`config.mk`:
```
export PLATFORM = sky130hd
export DESIGN_NAME = key_press_record_controller_top_flat
export DESIGN_NICKNAME = d
export VERILOG_FILES = /design/src/rtl/core/kprc_pkg.sv /design/src/rtl/core/kprc_in_if.sv /design/src/rtl/core/kprc_out_if.sv /design/src/rtl/core/key_press_record_controller_top.sv /design/src/flat_wrapper.sv
export SDC_FILE = /design/constraint.sdc
export NUM_CORES = 1
export LEC_CHECK = 0
export BUFFER_PORTS_ARGS = -buffer_cell sky130_fd_sc_hd__buf_2
export CAP_MARGIN = 10
export CORE_MARGIN = 2
export CORE_UTILIZATION = 60
export DETAILED_ROUTE_END_ITERATION = 12
export HOLD_SLACK_MARGIN = 0.02
export PLACE_DENSITY_LB_ADDON = 0.15
export SKIP_CTS_REPAIR_TIMING = 1
export SYNTH_ARGS = -nofsm -noshare
export SYNTH_HDL_FRONTEND = slang
export SYNTH_SLANG_ARGS = --single-unit
```
`constraint.sdc`:
```
create_clock -name clk -period 6 [get_ports clk]
set_clock_uncertainty 0.1 [all_clocks]
set_input_delay 1.2 -clock clk [delete_from_list [all_inputs] [get_ports clk]]
set_output_delay 1.2 -clock clk [all_outputs]
set_load 0.02 [all_outputs]
```
`src/rtl/core/kprc_pkg.sv`:
```
// Shared types and constants of the key press record controller.
`default_nettype none
package kprc_pkg;

	localparam int unsigned POSITIONS = 3;
	localparam int unsigned INDEX_MAX = 999;

	localparam int unsigned AGE_W = 16;
	localparam int unsigned IDX_W = 10;
	localparam int unsigned POS_W = 2;
	localparam int unsigned DEB_W = 8;
	localparam int unsigned CFG_DATA_W = 16;
	localparam int unsigned CFG_IDX_W = 2;
	localparam int unsigned SLOT_W = (POSITIONS > 1) ? $clog2(POSITIONS) : 1;

	localparam logic [AGE_W-1:0] AGE_MAX = {AGE_W{1'b1}};

	// Register indexes of the configuration port.
	localparam logic [CFG_IDX_W-1:0] REG_DEBOUNCE = 2'd0;
	localparam logic [CFG_IDX_W-1:0] REG_LONG_PRESS = 2'd1;
	localparam logic [CFG_IDX_W-1:0] REG_TIMEOUT = 2'd2;

	localparam logic [DEB_W-1:0] DEBOUNCE_RST = 8'd30;
	localparam logic [AGE_W-1:0] LONG_PRESS_RST = 16'd2000;
	localparam logic [AGE_W-1:0] TIMEOUT_RST = 16'd30000;

	typedef struct packed {
		logic edge_seen;
		logic pin_low;
		logic target_reached;
		logic storage_busy;
		logic start_ok;
	} kprc_in_t;

	typedef struct packed {
		logic             start_record;
		logic             start_failed;
		logic             stop_capture;
		logic             finalize_capture;
		logic             position_changed;
		logic [POS_W-1:0] position;
		logic [IDX_W-1:0] file_index;
		logic             recording;
		logic [AGE_W-1:0] record_ms;
		logic             key_held;
	} kprc_out_t;

endpackage
`default_nettype wire

```
`src/rtl/core/kprc_in_if.sv`:
```
// Valid/ready channel that carries one tick item into the controller.
`default_nettype none
interface kprc_in_if;
	import kprc_pkg::*;

	logic     valid;
	logic     ready;
	kprc_in_t data;

	modport source (output valid, output data, input ready);
	modport sink (input valid, input data, output ready);
endinterface
`default_nettype wire

```
`src/rtl/core/kprc_out_if.sv`:
```
// Valid/ready channel that carries one result item out of the controller.
`default_nettype none
interface kprc_out_if;
	import kprc_pkg::*;

	logic      valid;
	logic      ready;
	kprc_out_t data;

	modport source (output valid, output data, input ready);
	modport sink (input valid, input data, output ready);
endinterface
`default_nettype wire

```
`src/rtl/core/key_press_record_controller_top.sv`:
```
// Key press record controller: debounce, short/long press and record timer.
// Usage: every millisecond one tick item is offered on key_in carrying the
// falling-edge flag, the pin level and the storage status flags. For every
// accepted item exactly one result item appears on rec_out with the start,
// stop and position events of that tick plus the current position, file
// index, record timer and key state.
// The result of an accepted item is registered and is valid in the cycle
// after it is accepted. Throughput is one item per cycle while the
// receiver takes every result; all state is updated by a single pass of
// counter and compare logic into the result register.
// When the receiver stalls, the result is held in the output register and
// key_in.ready stays high only if that result is taken in the same cycle,
// so no result is dropped and a new item still enters while one is taken.
// Reset clears all counters and flags, sets the position to 1, all file
// indexes to 0 and loads the default debounce, long-press and timeout
// values. Configuration is written through cfg_we/cfg_index/cfg_data while
// the block is idle; writes to an unused index are ignored.
`default_nettype none
module key_press_record_controller_top (
	input  wire logic                               clk,
	input  wire logic                               arst_n,
	kprc_in_if.sink                                 key_in,
	kprc_out_if.source                              rec_out,
	input  wire logic                               cfg_we,
	input  wire logic [kprc_pkg::CFG_IDX_W-1:0]     cfg_index,
	input  wire logic [kprc_pkg::CFG_DATA_W-1:0]    cfg_data
);
	import kprc_pkg::*;

	// Configuration registers.
	logic [DEB_W-1:0] debounce_q;
	logic [AGE_W-1:0] long_press_q;
	logic [AGE_W-1:0] timeout_q;

	// Controller state.
	logic             edge_pending_q;
	logic [AGE_W-1:0] edge_age_q;
	logic             pressed_q;
	logic             press_handled_q;
	logic [AGE_W-1:0] press_age_q;
	logic             running_q;
	logic [AGE_W-1:0] record_age_q;
	logic [POS_W-1:0] position_q;
	logic [IDX_W-1:0] index_q [POSITIONS];

	logic      out_valid_q;
	kprc_out_t out_q;

	logic accept;

	// Next-state values.
	logic             edge_pending_n;
	logic [AGE_W-1:0] edge_age_n;
	logic             pressed_n;
	logic             press_handled_n;
	logic [AGE_W-1:0] press_age_n;
	logic             running_mid;
	logic             running_n;
	logic [AGE_W-1:0] record_age_n;
	logic [POS_W-1:0] position_n;
	logic [IDX_W-1:0] index_n [POSITIONS];
	logic [SLOT_W-1:0] slot_cur;
	logic [SLOT_W-1:0] slot_new;
	logic [IDX_W:0]   idx_inc;
	logic [IDX_W-1:0] idx_wrap;
	kprc_out_t        res;

	function automatic logic [AGE_W-1:0] age_inc(input logic [AGE_W-1:0] a);
		age_inc = (a == AGE_MAX) ? AGE_MAX : a + 1'b1;
	endfunction

	function automatic logic [SLOT_W-1:0] pos_slot(input logic [POS_W-1:0] p);
		logic [SLOT_W-1:0] s;
		s = '0;
		if (p >= POS_W'(1) && 32'(p) <= POSITIONS) begin
			s = SLOT_W'(p - POS_W'(1));
		end
		pos_slot = s;
	endfunction

	assign accept = key_in.valid && key_in.ready;
	assign key_in.ready = !out_valid_q || rec_out.ready;
	assign rec_out.valid = out_valid_q;
	assign rec_out.data = out_q;

	always_comb begin
		res = '0;
		edge_age_n = age_inc(edge_age_q);
		press_age_n = age_inc(press_age_q);
		record_age_n = running_q ? age_inc(record_age_q) : record_age_q;
		edge_pending_n = edge_pending_q;
		pressed_n = pressed_q;
		press_handled_n = press_handled_q;
		position_n = position_q;
		for (int i = 0; i < POSITIONS; i++) begin
			index_n[i] = index_q[i];
		end
		slot_cur = pos_slot(position_q);
		idx_inc = {1'b0, index_q[slot_cur]} + 1'b1;
		idx_wrap = (32'(idx_inc) > INDEX_MAX) ? IDX_W'(1) : idx_inc[IDX_W-1:0];

		if (key_in.data.edge_seen) begin
			edge_age_n = '0;
			edge_pending_n = 1'b1;
		end

		// Record timer: reaching the target wins over the timeout.
		running_mid = running_q;
		if (running_q) begin
			if (key_in.data.target_reached) begin
				res.stop_capture = 1'b1;
				running_mid = 1'b0;
			end else if (record_age_n >= timeout_q) begin
				res.stop_capture = 1'b1;
				res.finalize_capture = 1'b1;
				running_mid = 1'b0;
			end
		end
		running_n = running_mid;

		if (!pressed_q) begin
			if (edge_pending_n && edge_age_n >= AGE_W'(debounce_q)) begin
				edge_pending_n = 1'b0;
				if (key_in.data.pin_low) begin
					pressed_n = 1'b1;
					press_handled_n = 1'b0;
					press_age_n = edge_age_n;
				end
			end
		end else if (key_in.data.pin_low) begin
			if (!press_handled_q && press_age_n >= long_press_q) begin
				press_handled_n = 1'b1;
				if (!key_in.data.storage_busy) begin
					index_n[slot_cur] = idx_wrap;
					if (key_in.data.start_ok) begin
						running_n = 1'b1;
						record_age_n = '0;
						res.start_record = 1'b1;
					end else begin
						res.start_failed = 1'b1;
					end
				end
			end
		end else if (press_age_n >= AGE_W'(debounce_q)) begin
			// Short press steps the position unless storage is in use.
			if (!press_handled_q && !key_in.data.storage_busy && !running_mid) begin
				position_n = (32'(position_q) >= POSITIONS) ? POS_W'(1)
					: position_q + 1'b1;
				res.position_changed = 1'b1;
			end
			pressed_n = 1'b0;
			press_handled_n = 1'b0;
		end

		slot_new = pos_slot(position_n);
		res.position = position_n;
		res.file_index = index_n[slot_new];
		res.recording = running_n;
		res.record_ms = running_n ? record_age_n : '0;
		res.key_held = pressed_n;
	end

	always_ff @(posedge clk or negedge arst_n) begin
		if (!arst_n) begin
			debounce_q <= DEBOUNCE_RST;
			long_press_q <= LONG_PRESS_RST;
			timeout_q <= TIMEOUT_RST;
		end else if (cfg_we) begin
			case (cfg_index)
				REG_DEBOUNCE: debounce_q <= cfg_data[DEB_W-1:0];
				REG_LONG_PRESS: long_press_q <= cfg_data[AGE_W-1:0];
				REG_TIMEOUT: timeout_q <= cfg_data[AGE_W-1:0];
				default: ;
			endcase
		end
	end

	always_ff @(posedge clk or negedge arst_n) begin
		if (!arst_n) begin
			edge_pending_q <= 1'b0;
			edge_age_q <= '0;
			pressed_q <= 1'b0;
			press_handled_q <= 1'b0;
			press_age_q <= '0;
			running_q <= 1'b0;
			record_age_q <= '0;
			position_q <= POS_W'(1);
			for (int i = 0; i < POSITIONS; i++) begin
				index_q[i] <= '0;
			end
		end else if (accept) begin
			edge_pending_q <= edge_pending_n;
			edge_age_q <= edge_age_n;
			pressed_q <= pressed_n;
			press_handled_q <= press_handled_n;
			press_age_q <= press_age_n;
			running_q <= running_n;
			record_age_q <= record_age_n;
			position_q <= position_n;
			for (int i = 0; i < POSITIONS; i++) begin
				index_q[i] <= index_n[i];
			end
		end
	end

	always_ff @(posedge clk or negedge arst_n) begin
		if (!arst_n) begin
			out_valid_q <= 1'b0;
		end else if (accept) begin
			out_valid_q <= 1'b1;
		end else if (rec_out.ready) begin
			out_valid_q <= 1'b0;
		end
	end

	always_ff @(posedge clk) begin
		if (accept) begin
			out_q <= res;
		end
	end

	a_start_or_fail: assert property (@(posedge clk) disable iff (!arst_n)
		out_valid_q |-> !(out_q.start_record && out_q.start_failed))
		else $error("start_record and start_failed in the same item");

	a_finalize_stop: assert property (@(posedge clk) disable iff (!arst_n)
		out_valid_q && out_q.finalize_capture |-> out_q.stop_capture)
		else $error("finalize without stop");

	a_start_running: assert property (@(posedge clk) disable iff (!arst_n)
		out_valid_q && out_q.start_record |-> out_q.recording && out_q.record_ms == '0)
		else $error("started recording does not run from zero");

	a_idle_timer: assert property (@(posedge clk) disable iff (!arst_n)
		out_valid_q && !out_q.recording |-> out_q.record_ms == '0)
		else $error("record time shown while not recording");

	a_accept_loads: assert property (@(posedge clk) disable iff (!arst_n)
		accept |=> out_valid_q && running_q == out_q.recording)
		else $error("result register out of step with timer state");
endmodule
`default_nettype wire

```
`src/flat_wrapper.sv`:
```
// flat-port wrapper written by rule: the top's interface ports become plain ports
module key_press_record_controller_top_flat import kprc_pkg::*;
  (clk, arst_n, cfg_we, cfg_index, cfg_data, key_in_valid, key_in_data, key_in_ready, rec_out_valid, rec_out_data, rec_out_ready);
  kprc_in_if key_in_i ();
  kprc_out_if rec_out_i ();
  input  wire logic clk;
  input  wire logic arst_n;
  input  wire logic cfg_we;
  input  wire logic [kprc_pkg::CFG_IDX_W-1:0] cfg_index;
  input  wire logic [kprc_pkg::CFG_DATA_W-1:0] cfg_data;
  input wire logic [$bits(key_in_i.valid)-1:0] key_in_valid;
  input wire logic [$bits(key_in_i.data)-1:0] key_in_data;
  output wire logic [$bits(key_in_i.ready)-1:0] key_in_ready;
  output wire logic [$bits(rec_out_i.valid)-1:0] rec_out_valid;
  output wire logic [$bits(rec_out_i.data)-1:0] rec_out_data;
  input wire logic [$bits(rec_out_i.ready)-1:0] rec_out_ready;
  assign key_in_i.valid = key_in_valid;
  assign key_in_i.data = key_in_data;
  assign key_in_ready = key_in_i.ready;
  assign rec_out_valid = rec_out_i.valid;
  assign rec_out_data = rec_out_i.data;
  assign rec_out_i.ready = rec_out_ready;
  key_press_record_controller_top u_core (.clk(clk), .arst_n(arst_n), .key_in(key_in_i), .rec_out(rec_out_i), .cfg_we(cfg_we), .cfg_index(cfg_index), .cfg_data(cfg_data));
endmodule
```
== Word-level counts from Yosys, hierarchy flattened ==
Index checks and enable logic that the tools add are counted.
Word-level totals
  output and inout bits: 37
  bits of input ports: 28
  register bits after elaboration: 160
Operators by class
  reductions and logical operators: 23
  equality and inequality tests: 6
  multiplexer cells: 63
  order comparisons: 11
  bitwise operators: 7
  add/sub/neg operators: 7
Operators by type and width (number)
  $mux 16: 13
  $mux 30: 4
  $mux 10: 6
  $add 16x1->16 const B: 3
  $eq 16x16->1 const B: 3
  $bmux 10 s2: 2
  $ge 16x16->1: 2
  $ge 16x8->1: 2
  $bwmux 30: 1
  $mux 1: 28
  $demux 10 s2: 1
  $mux 2: 8
  $add 10x1->11 const B: 1
  $gt 11x10->1 const B: 1
  $reduce_bool 2->1: 4
  $ge 3x3->1 const B: 2
  $logic_and 1x1->1: 6
  $not 2->3: 2
  $reduce_and 2->1: 3
  $not 1->1: 5
  $reduce_and 5->1: 1
  $ge 2x1->1 const B: 2
  $logic_not 1->1: 4
  $reduce_or 4->1: 1
  other kinds (11): 12

== Depth between registers and ports, before layout ==
Gate-level depths: netlist (run 1).
  word-level depth: 19
  mapped depth: 19
  gate-level depth less buffers: 18

== Worst setup path before layout (run 1) ==
Ideal clock, no wire load.
  kind: register -> register
  start point: register u_core.record_age_q[3]
  end point: register u_core.out_q, in the netlist u_core.rec_out.data[21], data pin
  cell stages (with the launch flop): 18
  setup slack: 1.695 ns
  path buffers: 1
  data required time: 5.613 ns
  clock period less this slack: 4.305 ns
  arrival time: 3.918 ns
  cell sequence: dfrtp_1 > and3_1 > nand3_1 > or3_1 > or2_2 > clkbuf_1 > nand2_1 > ha_1 > a21oi_1 > o21ai_0 > a41oi_1 > o41ai_1 > nor2_1 > nor4b_4 > mux2i_2 > inv_4 > a211oi_2 > a311oi_2
RTL lines
  start, declared: line key_press_record_controller_top.sv:42  | logic [AGE_W-1:0] record_age_q;
  start signal, assigned: line key_press_record_controller_top.sv:198  | record_age_q <= record_age_n;
  end signal, assigned: line key_press_record_controller_top.sv:218  | out_q <= res;
  end, declared: line key_press_record_controller_top.sv:47  | kprc_out_t out_q;

==> results of run 1 <==
worst max-delay path, stage by stage, from the launching register on:
cell	delay (ns)
dfrtp_1	0.41
and3_1	0.22
nand3_1	0.18
or3_1	0.43
or2_2	0.39
o21ai_0	0.20
ha_1	0.20
nand2_1	0.05
o21ai_0	0.17
a41oi_1	0.14
o41ai_1	0.71
nor2_1	0.20
nor4b_4	0.54
mux2i_2	0.63
o211ai_1	0.23
o211a_1	0.18
cell usage after synthesis (all sizes together), types with 13 or more instances:
| cell type | instances |
|---|---|
| xor2 | 16 |
| o211ai | 17 |
| mux2i | 20 |
| nand4 | 16 |
| clkbuf | 32 |
| mux2 | 49 |
| nor3 | 22 |
| nor2 | 65 |
| buf | 13 |
| dfstp | 18 |
| edfxtp | 35 |
| dfrtp | 107 |
| nand2 | 161 |
| nand3 | 33 |
| a21oi | 51 |
| o21ai | 61 |
| ha | 58 |
| inv | 63 |
| a211oi | 14 |
cells by family (layout without fill, tap and decap cells):
kind of cell | count (synthesis) | after routing | share of synthesized area, %
mux | 69 | 69 | 7.95
xor+xnor | 27 | 27 | 2.45
simple gates | 375 | 375 | 18.8
flops | 160 | 160 | 43.6
buf+inv | 108 | 165 | 4.54
compound gates | 223 | 223 | 15.1
fa+ha+maj | 59 | 59 | 7.63
sequential cells by signal (all words and copies together), names as in the netlist, 2 cells and up:
signal and count:
u_core.record_age_q 16, u_core.press_age_q 16, u_core.rec_out.data 35, u_core.long_press_q 16
u_core.timeout_q 16, u_core.index_q 30, u_core.edge_age_q 16, u_core.position_q 2
u_core.debounce_q 8
metal layers:
metal,vias to the layer above,wire length [µm],part of all wire (%),GRT usage (%)
li1,3758,-,-,-
met1,3670,10200,46,37.9
met2,234,10700,48,46.4
met3,30,1110,5.0,5.13
met4,0,301,1.3,7.20
met5,-,0,0,0
layout make-up:
| class | count | area, µm² |
|---|---|---|
| Clock buffer | 20 | 478 |
| Sequential cell | 160 | 4200 |
| Tap cell | 216 | 270 |
| Multi-Input combinational cell | 753 | 5000 |
| Timing Repair Buffer | 70 | 368 |
| Fill cell | 1279 | 5090 |
| Inverter | 63 | 239 |
| Clock inverter | 12 | 120 |
through the flow:
stage	hold WS, ns	power [mW]	util, %
2_1_floorplan	0.363	2.20	-
3_3_place_gp	0.386	2.45	63.9
3_5_place_dp	0.394	2.48	63.9
4_1_cts	0.409	3.58	67.7
5_1_grt	0.420	3.80	67.7
6_report	0.407	3.58	67.7
power by group through the flow:
| stage | registers (mW) | logic, mW | clock network, mW |
|---|---|---|---|
| floorplan | 1.45 | 0.752 | 0 |
| global placement | 1.46 | 0.985 | 0 |
| detailed placement | 1.47 | 1.01 | 0 |
| CTS | 1.45 | 1.04 | 1.10 |
| global route | 1.48 | 1.18 | 1.15 |
| finish | 1.45 | 1.04 | 1.09 |
how the worst min path moves through the flow:
| stage | to | cells past startpoint | slack, ns |
|---|---|---|---|
| after CTS | u_core.long_press_q[2] | 1 | 0.41 |
| after global routing | u_core.long_press_q[14] | 1 | 0.42 |
| after detailed placement | u_core.long_press_q[2] | 1 | 0.39 |
| after global placement | u_core.index_q[27] | 2 | 0.39 |
| after floorplan | u_core.index_q[27] | 2 | 0.36 |
| final | u_core.long_press_q[2] | 1 | 0.41 |
==> summary.txt, run 1 <==
Run status
  • Status: finished, final reports clean

Synth
  • Ys Warns: 0
  • Synth top area share: 27.8%
  • Area leader, netlist: dfrtp_1
  • Synthesized cell area: around 9600 µm²
  • Synth Flop Type: dfrtp_1
  • Ys async rst share: 78.1%
  • Seq/Total Area, Yosys: 43.6%
  • Seq cells post-synth: 160
  • Gate Count Post-Synth: 1021
  • Ranking of synthesized cells by area: dfrtp_1, edfxtp_1, ha_1
  • Synth cell types: 74
  • Post-synth EDFFs: 35
  • Avg Inst Size Synth: ~9.4 µm²
  • Post-Syn Nets: 1107

Clock network
  • Clock latency on the worst-skew pair: 0.44 ns
  • Sinks on Clock Net: 160
  • Root buffer cell: clkbuf_16
  • Buffer depth of the longest clock path: 2
  • Clock slew seen by the registers of the worst setup and hold paths: 0.06 ns
  • TritonCTS clock tree: built
  • TritonCTS buffer count: 17
  • H-tree Lvls: 4

Detailed routing
  • Post-DRT Antenna Nets: 0
  • Pre-antenna DRT Iters: 5
  • Iter 0 DRT Violations: 637
  • Vias/cell: 5.94
  • WL/cell: around 17 µm
  • Remaining DRCs: 0
  • Detailed-route via count: 7692
  • WL final: roughly 22000 µm

Placement
  • Placed cell area: 10100 µm²
  • PortBufs: 64
  • Pre-CTS setup slack: approximately 0.85 ns
  • DP Cell Count: 1262
  • DP HPWL: 15800 µm
  • Gp weighted congestion: around 0.92

Pwr
  • Leak pwr: 4.69 nW
  • Clk pwr share: 30.4%
  • Power Internal: 2.36 mW
  • Sw Share: 34.2%
  • Seq pwr share: 40.6%
  • Switching pwr: about 1.2 mW
  • Comb power frac: 29.0%
  • Power per cell area: 335 nW/µm²
  • Worst VDD drop: 0.000238 V

Layout
  • Ant. Diodes: 0
  • Nets: about 1200
  • Fin area: 10700 µm²
  • Most frequent cells in the layout: nand2_1, dfrtp_1, nor2_1
  • Area Overhead vs Synth: 10.8%
  • Share of layout cells above drive strength 1: 17.8%
  • Most common cell after layout, fill and taps aside: nand2_1
  • Final Non-Filler Cells: between 1000 and 1500

Worst setup path
  • WS Path Type: reg2reg
  • Critical path launch point type: flop
  • Origin of the critical flop-to-flop path: u_core.record_age_q[3]
  • Worst setup path startpoint: u_core.record_age_q[3]
  • Critical Path RT: 6.08 ns
  • Crit end category: flop
  • R2R depth: 15
  • Critical Path AT: 5.32 ns
  • CP Capture Point: u_core.rec_out.data[19]
  • Worst R2R End: u_core.rec_out.data[19]
  • Critical Path Fanout Max: 11
  • Worst reg-to-reg setup slack: approximately 0.76 ns

STA
  • Final setup TNS: 0 ns
  • Worst slew pin tran: 0.853 ns
  • Fin. max-slew vios: 0
  • Min cycle time layout: around 5.2 ns
  • Finish-stage setup viols: 0
  • Achievable frequency: 0.191 GHz
  • Final Hold Vio Count: 0
  • Worst slew margin: a little over two fifths
  • Final setup margin: around 0.76 ns
  • RSZ-0062 raised after global routing: false
  • Final worst path period share: 87.3%

Global routing
  • Global route overflow: 0
  • All-Layer GR Usage: 27.8%
  • Initial antenna violation count: 0
  • Global-route wire length before repair: 36900 µm
  • Pin count of the biggest net entering global routing: 68
  • Vias in the first global route: between 7000 and 8000

Floorplanning
  • Die width: 131 µm
  • Die Ht: around 130 µm
  • Num rows: 46
  • Die area: 17100 µm²
  • Core area: 15800 µm²
  • Ports: 65
  • Initial Util: 61.1%

Worst hold path
  • Hold Crit Class: reg2reg
  • Hold path startpoint: u_core.long_press_q[2]

Run
  • Max-cap viol count: 0
Power figures use the tool's default switching activity.
==> inputs of run 2 (changes only) <==
--- a/config.mk
+++ b/config.mk
@@ -11,7 +11,7 @@
 export CORE_UTILIZATION = 60
 export DETAILED_ROUTE_END_ITERATION = 12
 export HOLD_SLACK_MARGIN = 0.02
-export PLACE_DENSITY_LB_ADDON = 0.15
+export PLACE_DENSITY = 0.82
 export SKIP_CTS_REPAIR_TIMING = 1
 export SYNTH_ARGS = -nofsm -noshare
 export SYNTH_HDL_FRONTEND = slang
==> run 2 against run 1 <==
Setup slack improved by 0.042 ns. Combinational power barely moved. Sequential cell count did not move. Sequential power barely moved. Critical path type unchanged. Critical endpoint is now u_core.rec_out.data[24]. Largest cell class unchanged. Highest routed layer unchanged.
==> summary.txt, run 2 (synthesis gave the netlist of run 1 again) <==
Run status
  • Status: finished, final reports clean

Layout
  • Nets: 1151
  • Filler cell count: 1238
  • Area Overhead vs Synth: 11.1%
  • Ant. Diodes: 0
  • Max reg flops: 35
  • Most common cell after layout, fill and taps aside: nand2_1
  • Fin area: between 10000 and 15000 µm²
  • Share of layout cells above drive strength 1: between 15 and 20%
  • Most frequent cells in the layout: nand2_1, dfrtp_1, nor2_1

Global routing
  • All-Layer GR Usage: between 20% and 30%
  • Vias in the first global route: 7455
  • Global route overflow: 0
  • Global-route wire length before repair: 37500 µm
  • Initial antenna violation count: 0
  • Pin count of the biggest net entering global routing: 77

Worst setup path
  • Critical Path Fanout Max: 11
  • Crit end category: flop
  • Critical path launch point type: flop
  • Critical Path AT: around 5.3 ns
  • Crit path cell chain: and3_1, nand3_1, or3_1, or2_2, o21ai_0, ha_1, nand2_1, o21ai_0, a41oi_1, o41ai_1, nor2_1, nor4b_4, mux2i_2, o211ai_1, o221a_2
  • WS Path Type: reg2reg
  • Critical Path RT: 6.10 ns
  • Crit path buffers/inverters: 0
  • CP max-delay cell: mux2i_2
  • CP delay by family, top: simple AND/OR/NAND/NOR gates
  • Most used cell along the critical path: o21ai_0
  • Max stage delay on crit path: around 0.67 ns

Detailed routing
  • Iter 0 DRT Violations: 813
  • WL final: between 20000 and 25000 µm
  • WL/cell: approximately 18 µm
  • Detailed-route via count: about 7900
  • Remaining DRCs: 0
  • Pre-antenna DRT Iters: 7
  • Vias/cell: between 6 and 7
  • Post-DRT Antenna Nets: 0

STA
  • Final Hold Vio Count: 0
  • Achievable frequency: 0.193 GHz
  • Fin. max-slew vios: 0
  • Worst slew margin: about a third
  • Worst slew pin tran: about 1 ns
  • Min cycle time layout: 5.19 ns
  • Finish-stage setup viols: 0
  • Final setup margin: 0.806 ns
  • Hold_ws: 0.411 ns
  • Final worst path period share: 86.6%
  • RSZ-0062 raised after global routing: false
  • Final setup TNS: 0 ns

Floorplanning
  • Ports: between 60 and 70
  • Die area: 17100 µm²
  • Initial Util: 61.1%
  • Die width: 131 µm
  • Die Ht: between 100 and 150 µm
  • Core area: about 16000 µm²
  • Num rows: between 40 and 50

Clock network
  • Root buffer cell: clkbuf_16
  • Buffer depth of the longest clock path: 2
  • H-tree Lvls: 4
  • Sinks on Clock Net: 160
  • TritonCTS buffer count: 17
  • TritonCTS clock tree: built
  • Clock latency on the worst-skew pair: 0.44 ns
  • Clock slew seen by the registers of the worst setup and hold paths: 0.07 ns

Worst hold path
  • Hold Crit Class: reg2reg

Pwr
  • Power Internal: 2.42 mW
  • Comb power frac: ~29%
  • Sw Share: about a third
  • Leak pwr: 4.71 nW
  • Clk pwr share: a little under a third
  • Switching pwr: 1.24 mW
  • Power per cell area: 341 nW/µm²
  • Seq pwr share: 39.8%
  • Worst VDD drop: ~0.00024 V

Placement
  • Placed cell area: 10100 µm²
  • DP HPWL: 15800 µm
  • Pre-CTS setup slack: 0.979 ns
  • PortBufs: 64
  • Gp weighted congestion: 0.892

Run
  • Max-cap viol count: 0
-- run 2: cell count changes in the layout (fill, tap and decap cells not counted) --
cell        previous run  this run
inv_4                  1         3
inv_6                  5         2
clkinv_4               3         2
clkbuf_8               2         4
clkinvlp_4             2         1
bufinv_16              1         2
-- run 2: worst paths after layout --
| path | from | slack, ns | end | cells past startpoint |
|---|---|---|---|---|
| hold / removal | u_core.timeout_q[15] | 0.41 | u_core.timeout_q[15] | 1 |
| hold reg to reg | u_core.timeout_q[15] | 0.41 | u_core.timeout_q[15] | 1 |
| setup / recovery | u_core.record_age_q[4] | 0.81 | u_core.rec_out.data[24] | 15 |
| setup reg to reg | u_core.record_age_q[4] | 0.81 | u_core.rec_out.data[24] | 15 |
| max in group asynchronous | arst_n | 3.74 | u_core.index_q[21] | 2 |
| min in group asynchronous | arst_n | 0.79 | u_core.record_age_q[14] | 1 |
-- run 2: worst register-to-register path, delay by kind of cell, from the launching register on --
family                   cells  cell delay [ns]
AND/OR/NAND/NOR              7             2.01
AO/OA/AOI/OAI                6             1.53
multiplexers                 1             0.67
flip-flops                   1             0.42
adder cells (fa/ha/maj)      1             0.22
-- run 2: through the flow --
stage          utilization, %  power [mW]  cells
6_report                 67.9        3.65   1294
5_1_grt                  67.9        3.85   1294
4_1_cts                  67.9        3.65   1294
3_5_place_dp             63.9        2.49   1262
3_3_place_gp             63.9        2.44   1262
2_1_floorplan               -        2.20   1021
-- run 2: layer usage --
layer  track usage (%)  vias to the layer above  share of wire (%)
met5                 0                        -                  0
met4              11.5                        0                2.8
met3              5.13                       63                6.2
met2              46.5                      315                 48
met1              37.6                     3765                 43
li1                  -                     3749                  -
-- run 2: cell type report --
cell class	count	area [µm²]	share of cell area (%)
clock buffers	22	505	4.72
clock inverters	10	120	1.12
inverters	63	239	2.23
multi-input cells	753	5000	46.7
flip-flops and latches	160	4200	39.2
well taps	216	270	2.52
repair buffers	70	368	3.43
-- run 2: power by group through the flow --
| stage | clock [mW] | combinational, mW | sequential, mW |
|---|---|---|---|
| 2_1_floorplan | 0 | 0.752 | 1.45 |
| 3_3_place_gp | 0 | 0.983 | 1.46 |
| 3_5_place_dp | 0 | 1.02 | 1.47 |
| 4_1_cts | 1.16 | 1.04 | 1.45 |
| 5_1_grt | 1.20 | 1.17 | 1.48 |
| 6_report | 1.15 | 1.04 | 1.46 |
==> inputs of run 3 (changes only) <==
--- a/config.mk
+++ b/config.mk
@@ -12,7 +12,9 @@
 export DETAILED_ROUTE_END_ITERATION = 12
 export HOLD_SLACK_MARGIN = 0.02
 export PLACE_DENSITY = 0.82
+export REMOVE_ABC_BUFFERS = 1
 export SKIP_CTS_REPAIR_TIMING = 1
 export SYNTH_ARGS = -nofsm -noshare
 export SYNTH_HDL_FRONTEND = slang
 export SYNTH_SLANG_ARGS = --single-unit
+export TNS_END_PERCENT = 50
==> run 3 against run 2 <==
Critical endpoint is now u_core.rec_out.data[25]. Sequential power hardly changed. Die area stayed put. Register-to-register slack lost 0.23 ns.
==> summary.txt, run 3 (synthesis gave the netlist of run 1 again) <==
Run status
  • Status: finished, final reports clean

Floorplanning
  • Die area: between 15000 and 20000 µm²
  • Ports: 65
  • Die width: 131 µm
  • Core area: 15800 µm²
  • Num rows: 46
  • Die Ht: 131 µm
  • Initial Util: 61.1%

Worst setup path
  • Max stage delay on crit path: 0.69 ns
  • Critical Path Fanout Max: 11
  • CP delay by family, top: simple AND/OR/NAND/NOR gates
  • Critical path launch point type: flop
  • CP max-delay cell: o41ai_1
  • Crit path cell chain: and3_1, nand3_1, or3_1, or2_2, o21ai_0, ha_1, nand2_1, o21ai_0, a41oi_1, o41ai_1, nor2_1, nor4b_4, mux2i_2, inv_4, a211oi_1, a211oi_1
  • WS Path Type: reg2reg
  • Critical Path RT: 6.05 ns
  • Crit path buffers/inverters: 1
  • Critical Path AT: 5.48 ns
  • Crit end category: flop

Layout
  • Filler cell count: roughly 1200
  • Final Non-Filler Cells: 1295
  • Ant. Diodes: 0
  • Share of layout cells above drive strength 1: 17.7%
  • Fin area: 10600 µm²
  • Max reg flops: 35
  • Most common cell after layout, fill and taps aside: nand2_1
  • Finished Core Util: 67.4%
  • Nets: 1152
  • Most frequent cells in the layout: nand2_1, dfrtp_1, nor2_1
  • Area Overhead vs Synth: 10.3%

Clock network
  • Buffer depth of the longest clock path: 2
  • TritonCTS buffer count: 17
  • H-tree Lvls: 4
  • Clock latency on the worst-skew pair: 0.43 ns
  • Root buffer cell: clkbuf_16
  • TritonCTS clock tree: built
  • Sinks on Clock Net: 160
  • Clock slew seen by the registers of the worst setup and hold paths: 0.07 ns

Placement
  • PortBufs: between 60 and 70
  • Placed cell area: 10100 µm²
  • DP HPWL: ~16000 µm
  • DP Cell Count: approximately 1300
  • Gp weighted congestion: 0.954

Global routing
  • Global route overflow: 0
  • Vias in the first global route: 7239
  • Pin count of the biggest net entering global routing: 70
  • Initial antenna violation count: 0
  • All-Layer GR Usage: a little over a quarter
  • Global-route wire length before repair: between 30000 and 40000 µm

STA
  • Final Hold Vio Count: 0
  • Final worst path period share: 90.5%
  • Worst slew margin: 41.4%
  • Min cycle time layout: 5.43 ns
  • Fin. max-slew vios: 0
  • Finish-stage setup viols: 0
  • Achievable frequency: 0.184 GHz
  • Worst slew pin tran: 0.879 ns
  • Final setup TNS: 0 ns
  • RSZ-0062 raised after global routing: false

Pwr
  • Sw Share: 34.9%
  • Seq pwr share: 41.5%
  • Worst VDD drop: between 0.0002 and 0.00025 V
  • Switching pwr: approximately 1.2 mW
  • Clk pwr share: between 20% and 30%
  • Leak pwr: approximately 4.7 nW
  • Power per cell area: approximately 330 nW/µm²
  • Power Internal: about 2.3 mW
  • Comb power frac: between 20% and 30%

Run
  • Max-cap viol count: 0

Worst hold path
  • Hold Crit Class: reg2reg

Detailed routing
  • Vias/cell: 6.01
  • WL/cell: 17.2 µm
  • Iter 0 DRT Violations: about 680
  • WL final: 22300 µm
  • Remaining DRCs: 0
  • Post-DRT Antenna Nets: 0
  • Detailed-route via count: 7785
  • Pre-antenna DRT Iters: 7
## run 3: changes by cell type in the layout (fill, tap and decap cells not counted)
cell / delta
clkinv_4: +1
bufinv_16: -2
buf_4: +1
clkinvlp_4: +1
clkbuf_8: -3
inv_8: +1
inv_4: -2
clkinv_2: +1
inv_6: +2
clkinv_1: +2
clkbuf_16: -1
## run 3: layout make-up
| type | count | area [µm²] | share of cell area [%] |
|---|---|---|---|
| Multi-Input combinational cell | 753 | 5000 | 47.1 |
| Sequential cell | 160 | 4200 | 39.5 |
| Clock buffer | 18 | 439 | 4.13 |
| Timing Repair Buffer | 71 | 375 | 3.53 |
| Tap cell | 216 | 270 | 2.54 |
| Inverter | 63 | 239 | 2.25 |
| Clock inverter | 14 | 105 | 0.988 |
## run 3: final timing paths
check	startpoint	end	slack [ns]	cells after the start
max in group asynchronous	arst_n	u_core.index_q[0]	3.73	2
worst min-delay path	u_core.timeout_q[6]	u_core.timeout_q[6]	0.41	1
worst max-delay path	u_core.record_age_q[3]	u_core.rec_out.data[25]	0.57	16
worst min register to register	u_core.timeout_q[6]	u_core.timeout_q[6]	0.41	1
worst max register to register	u_core.record_age_q[3]	u_core.rec_out.data[25]	0.57	16
min in group asynchronous	arst_n	u_core.edge_age_q[1]	0.78	1
## run 3: metal layers
metal | global-route usage, % | vias to the layer above | wire, µm | share of wire [%]
li1 | - | 3757 | - | -
met1 | 38.0 | 3676 | 10100 | 45
met2 | 43.7 | 316 | 10300 | 46
met3 | 4.80 | 36 | 1410 | 6.3
met4 | 9.01 | 0 | 413 | 1.9
met5 | 0 | - | 0 | 0
## run 3: stage by stage
stage	hold WS [ns]	total power [mW]	worst slack, ns
after floorplan	0.363	2.18	1.54
after global placement	0.387	2.43	1.05
after detailed placement	0.394	2.49	0.715
after CTS	0.409	3.49	0.684
after global routing	0.423	3.70	0.246
final	0.407	3.50	0.572
## run 3: power by group through the flow
stage / Combinational [mW] / Sequential [mW] / Clock, mW
after floorplan: 0.722 / 1.46 / 0
after global placement: 0.973 / 1.46 / 0
after detailed placement: 1.02 / 1.46 / 0
after CTS: 1.04 / 1.45 / 1.01
after global routing: 1.16 / 1.47 / 1.06
final: 1.04 / 1.45 / 1.00
